[src/design/dsrc_pkg.sv]
// ----------------------------------------------------------------------------
// dsrc_pkg
// Shared constants, types and the IUPAC complement for the subsequence
// extractor.
// ----------------------------------------------------------------------------
package dsrc_pkg;

  localparam int LANES         = 8;
  localparam int BYTE_W        = 8;
  localparam int WORD_BYTES    = 8;
  localparam int WORD_W        = WORD_BYTES * BYTE_W;
  localparam int MAX_BASES_DEF = 512;
  localparam int EXT_W         = 10;
  localparam int CNT_W         = 4;
  localparam int CFG_IDX_W     = 2;

  localparam logic [CFG_IDX_W-1:0] CFG_EXTRACT = 2'd0;
  localparam logic [CFG_IDX_W-1:0] CFG_PREFIX  = 2'd1;
  localparam logic [CFG_IDX_W-1:0] CFG_REVCOMP = 2'd2;

  localparam logic [EXT_W-1:0] EXTRACT_RESET = 10'd512;

  typedef logic [BYTE_W-1:0] base_t;

  // Control for one result word on its way from the store to the output
  typedef struct packed {
    logic [2:0]       off;   // byte offset of the anchor position in its word
    logic             rev;   // reverse and complement
    logic [CNT_W-1:0] n;     // valid bytes
    logic             last;
    logic             ovf;
    logic             wodd;  // low word of the window sits in the odd bank
  } emit_meta_t;

  // IUPAC complement, case kept, anything else gives N
  function automatic base_t complement(input base_t b);
    base_t r;
    case (b)
      "A": r = "T";
      "C": r = "G";
      "G": r = "C";
      "T": r = "A";
      "R": r = "Y";
      "Y": r = "R";
      "K": r = "M";
      "M": r = "K";
      "S": r = "S";
      "W": r = "W";
      "B": r = "V";
      "D": r = "H";
      "H": r = "D";
      "V": r = "B";
      "N": r = "N";
      "a": r = "t";
      "c": r = "g";
      "g": r = "c";
      "t": r = "a";
      "r": r = "y";
      "y": r = "r";
      "k": r = "m";
      "m": r = "k";
      "s": r = "s";
      "w": r = "w";
      "b": r = "v";
      "d": r = "h";
      "h": r = "d";
      "v": r = "b";
      "n": r = "n";
      default: r = "N";
    endcase
    return r;
  endfunction

endpackage

[src/design/dsrc_bank.sv]
// ----------------------------------------------------------------------------
// dsrc_bank
// One bank of the base store: byte-enable write, registered read.
// ----------------------------------------------------------------------------
module dsrc_bank #(
  parameter int ROWS   = 16,
  parameter int ADDR_W = 4
) (
  input  logic                        clk,
  input  logic                        we,
  input  logic [ADDR_W-1:0]           waddr,
  input  logic [dsrc_pkg::WORD_BYTES-1:0] wbe,
  input  logic [dsrc_pkg::WORD_W-1:0] wdata,
  input  logic                        re,
  input  logic [ADDR_W-1:0]           raddr,
  output logic [dsrc_pkg::WORD_W-1:0] rdata
);
  import dsrc_pkg::*;

  logic [WORD_W-1:0] mem [ROWS];

  always_ff @(posedge clk) begin
    if (we) begin
      for (int b = 0; b < WORD_BYTES; b++) begin
        if (wbe[b]) begin
          mem[waddr][b*BYTE_W +: BYTE_W] <= wdata[b*BYTE_W +: BYTE_W];
        end
      end
    end
  end

  always_ff @(posedge clk) begin
    if (re) begin
      rdata <= mem[raddr];
    end
  end

endmodule

[config.mk]
export PLATFORM = sky130hd
export DESIGN_NAME = dsrc_bank
export DESIGN_NICKNAME = d
export VERILOG_FILES = /design/src/design/dsrc_pkg.sv /design/src/design/dsrc_bank.sv
export SDC_FILE = /design/constraint.sdc
export NUM_CORES = 1
export LEC_CHECK = 0
export BUFFER_PORTS_ARGS = -buffer_cell sky130_fd_sc_hd__buf_2
export CORE_UTILIZATION = 31
export CTS_CLUSTER_DIAMETER = 50
export DETAILED_ROUTE_END_ITERATION = 6
export MAX_ROUTING_LAYER = met4
export SETUP_SLACK_MARGIN = 0.5
export SYNTH_ARGS = -nofsm -noshare
export SYNTH_HDL_FRONTEND = slang
export SYNTH_SLANG_ARGS = --single-unit
[constraint.sdc]
create_clock -name clk -period 2.95 [get_ports clk]
set_input_delay 0.295 -clock clk [delete_from_list [all_inputs] [get_ports clk]]
set_output_delay 0.295 -clock clk [all_outputs]
set_load 0.1 [all_outputs]
# Word level (Yosys, flattened, before mapping)
# Memories as Yosys holds them, arrays and structs flattened. A register that Yosys moved wholly into a read port is not among the register bits.
# Index checks and enable logic that the tools add are counted.
[totals]
regBits = 0
mem_bits_rw = 1024
inputBits = 83
out_inout_bits = 64
wordCells = 25
mem_count = 1
[op_classes]
muxes = 24
[mem_list]
columns = ["memory", "words", "width", "read_ports", "rd_ports_with_merged_regs", "write_ports", "line", "rtl"]
rows = [
  ["mem", 16, 64, 1, 1, 1, "dsrc_bank.sv:20", "logic [WORD_W-1:0] mem [ROWS];"],
]
[ops]
columns = ["operator", "n"]
rows = [
  ["$mux 1", 24],
]

# Logic depth before layout (Yosys ltp)
[logic_depth]
word_depth = 3
ltp_mapped = 6
mapped_depth_nobuf = 3

# Least setup slack after synthesis
# Ideal clock, no wire load.
[synth_path]
kind = "input to register"
start = "in raddr[0]"
end = "reg rdata[23] (netlist name) (read register of mem), data pin"
setup_time_ns = 0.259
arrival_time_ns = 1.570
required_ns = 2.691
slack_ns = 1.121
cell_stages = 6
path_buffers = 3
cell_sequence = "buf_2 > buf_6 > buf_2 > mux4_2 > a22oi_1 > nand2_1"
[synth_lines]
columns = ["element", "line", "rtl"]
rows = [
  ["from (decl)", "dsrc_bank.sv:15", "input logic [ADDR_W-1:0] raddr,"],
  ["to (decl)", "dsrc_bank.sv:16", "output logic [dsrc_pkg::WORD_W-1:0] rdata"],
]

# Worst setup path after layout
[layout_path]
start = "reg rdata[43] (netlist name) (read register of mem)"
end = "out rdata[43] (netlist name)"
# No word-level cell between the ends.

==> results.yml <==
setup_path:
  crit_arrival_ns: 1.71
  crit_buf_inv: 1
  end_kind: "primary output"
  reg2reg_depth: 3
  cp_cell_sequence: "buf_2"
  cp_num_cells: 1
  slowest_delay_ns: 0.51
  path_max_fanout: 1
  rr_endpoint: "rdata[8]"
  criticalPathCategory: "flop to primary output"
  endpoint: "rdata[43]"
  cpLargestDelayFamily: "flip-flops"
  r2r_setup_slack_ns: 1.24
  r2r_start: "mem[2][8]"
  start_kind: "flop"
  slowest_stage: "edfxtp_1"
  critPathRequiredTime_ns: 2.65
  worstSetupStartpoint: "rdata[43]"
global_route:
  grt_pass1_wl_um: 142000
  antenna_found_initial: 15
  grt_pass1_vias: 20700
  grt_max_degree: 58
  grt_usage_pct: 15.1
  grt_overflow: 0
finish:
  mostFrequentLayoutCells: "edfxtp_1 (1,088), mux4_2 (256), buf_4 (186)"
  instances_no_fill: 4069
  seq_area_um2: 32700
  drive_gt1_share_pct: 33.5
  final_common_cell: "edfxtp_1"
  multiInputGateArea_um2: 7630
  nets: 2306
  fill_cells: 11700
  areaGrowthSynthToFinish_pct: 20.7
sta:
  slew_violations: 0
  max_freq_ghz: 0.500
  fin_skew_ns: 0.0537
  finalCritPeriodShare_pct: 67.8
  tightest_slew_ns: 0.959
  setup_tns_ns: 0
  rsz0062_at_grt: "false"
  period_needed_ns: 2.00
  maxSlewHeadroom_pct: 35.9
  setup_viol: 0
  hold_violations: 0
placed_design:
  dpl.hpwl_um: 64300
  io_buffers: 146
  gp_congestion: 0.765
  dp.cells: 3790
drt:
  drt_iter0_markers: 2113
  wl_per_cell_um: 23.8
  drc: 0
  drt-total-wl_um: 97000
  first_pass_iters: 5
  vias: 19700
  ant_nets: 0
  vias_per_cell: 4.84
yosys:
  synth.largest_area_cell: "edfxtp_1"
  synth.area.top_cells: "edfxtp_1 (80%), mux4_2 (14%), a22oi_1 (2.4%)"
  yosys_warnings: 0
  ys_seq_area_share_pct: 80.2
  yosys.area.top_type_share_pct: 80.2
  ys_ff_latch: 1088
  netlist_area_um2: 40700
  syn-num-nets: 1874
  synthCells: 1791
  syn_avg_cell_area_um2: 22.7
  synth_cell_types: 14
status:
  outcome: "completed"
die:
  die-height_um: 364
  core_um2: 130000
  rows: 132
  die_w_um: 364
  die_area_um2: 133000
  boundaryPins: 147
  start_util_pct: 31.3
clock_tree:
  cts_max_level: 3
  clk_pin_slew_ns: 0.06
  cts_tree: "built"
  cts_buffers: 109
  cts_sinks: 1088
  post_cts_buffers: 0
  clkLatencyLatePin_ns: 0.70
  clockBufferDepth: 3
  root_buffer: "clkbuf_16"
power_and_ir_drop:
  power.leakage_uw: 0.0160
  powerDensity_nw_per_um2: 670
  ir_drop_uv: 467
flow_run:
  max-cap-violations: 0
hold_path:
  hp-class: "input pin to flop"
==> routing by layer <==
metal  wire [um]  GRT usage [%]  vias up  share of wire [%]
met3        6520           2.95      127                6.7
met4        2130           4.43        0                2.2
met1       41700           20.0    10500                 43
li1            -              -     8448                  -
met5           0              -        -                  0
met2       46700           23.6      658                 48
==> power by group <==
part / internal [uW] / switching, uW / total, uW
Combinational: 678 / 1460 / 2140
Sequential: 17300 / 97.6 / 17400
Clock: 7500 / 5940 / 13400
==> metrics by stage <==
step / area (um2) / worst slack [ns] / hold slack, ns / total power, uW / utilization, %
final: 49200 / 0.949 / 0.148 / 33000 / 37.8
after global routing: 49200 / 0.885 / 0.135 / 34000 / 37.8
after CTS: 49200 / 0.891 / 0.118 / 33300 / 37.8
after detailed placement: 45000 / 0.527 / 0.682 / 19800 / 34.6
after global placement: 45000 / 0.561 / 0.661 / 19800 / 34.6
after floorplan: 40700 / 1.12 / 0.394 / 19000 / -
==> state kept, by name (all words and copies together) (netlist names) <==
name and count:
mem 1024, rdata 64
==> how the worst min path moves through the flow <==
stage	start	endpoint	cells past startpoint
floorplan	wdata[0]	mem[0][0]	0
global placement	wdata[35]	mem[5][35]	1
detailed placement	wdata[35]	mem[4][35]	1
CTS	re	rdata[17]	1
global route	re	rdata[17]	1
finish	re	rdata[17]	1
==> cell type report <==
cell class | instances | area share (%)
clock inverter | 73 | 1.44
clock buffer | 129 | 5.70
tap | 1742 | 4.43
antenna | 13 | 0.0661
sequential | 1088 | 66.4
timing repair buffer | 414 | 6.43
multi-input combinational | 610 | 15.5
==> kinds of logic after synthesis <==
kind of cell / Yosys count / synth area share [%]
flops: 1088 / 80.2
mux: 256 / 14.2
simple gates: 226 / 2.15
compound gates: 128 / 2.36
buf+inv: 93 / 1.13
==> what timing repair did <==
item / CTS / global route
hold buffers: 64 / 0
endpoints found under the setup margin: 0 / 0
endpoints found under the hold margin: 981 / 0
gates resized for setup: 0 / 0
==> cell usage after synthesis, drive strengths merged <==
cell / instances
edfxtp: 1088
a22oi: 128
nor2b: 6
and2: 1
nand2: 81
nand3: 6
nor2: 131
buf: 42
clkbuf: 51
mux4: 256
nand4: 1
Power figures use the tool's default switching activity.
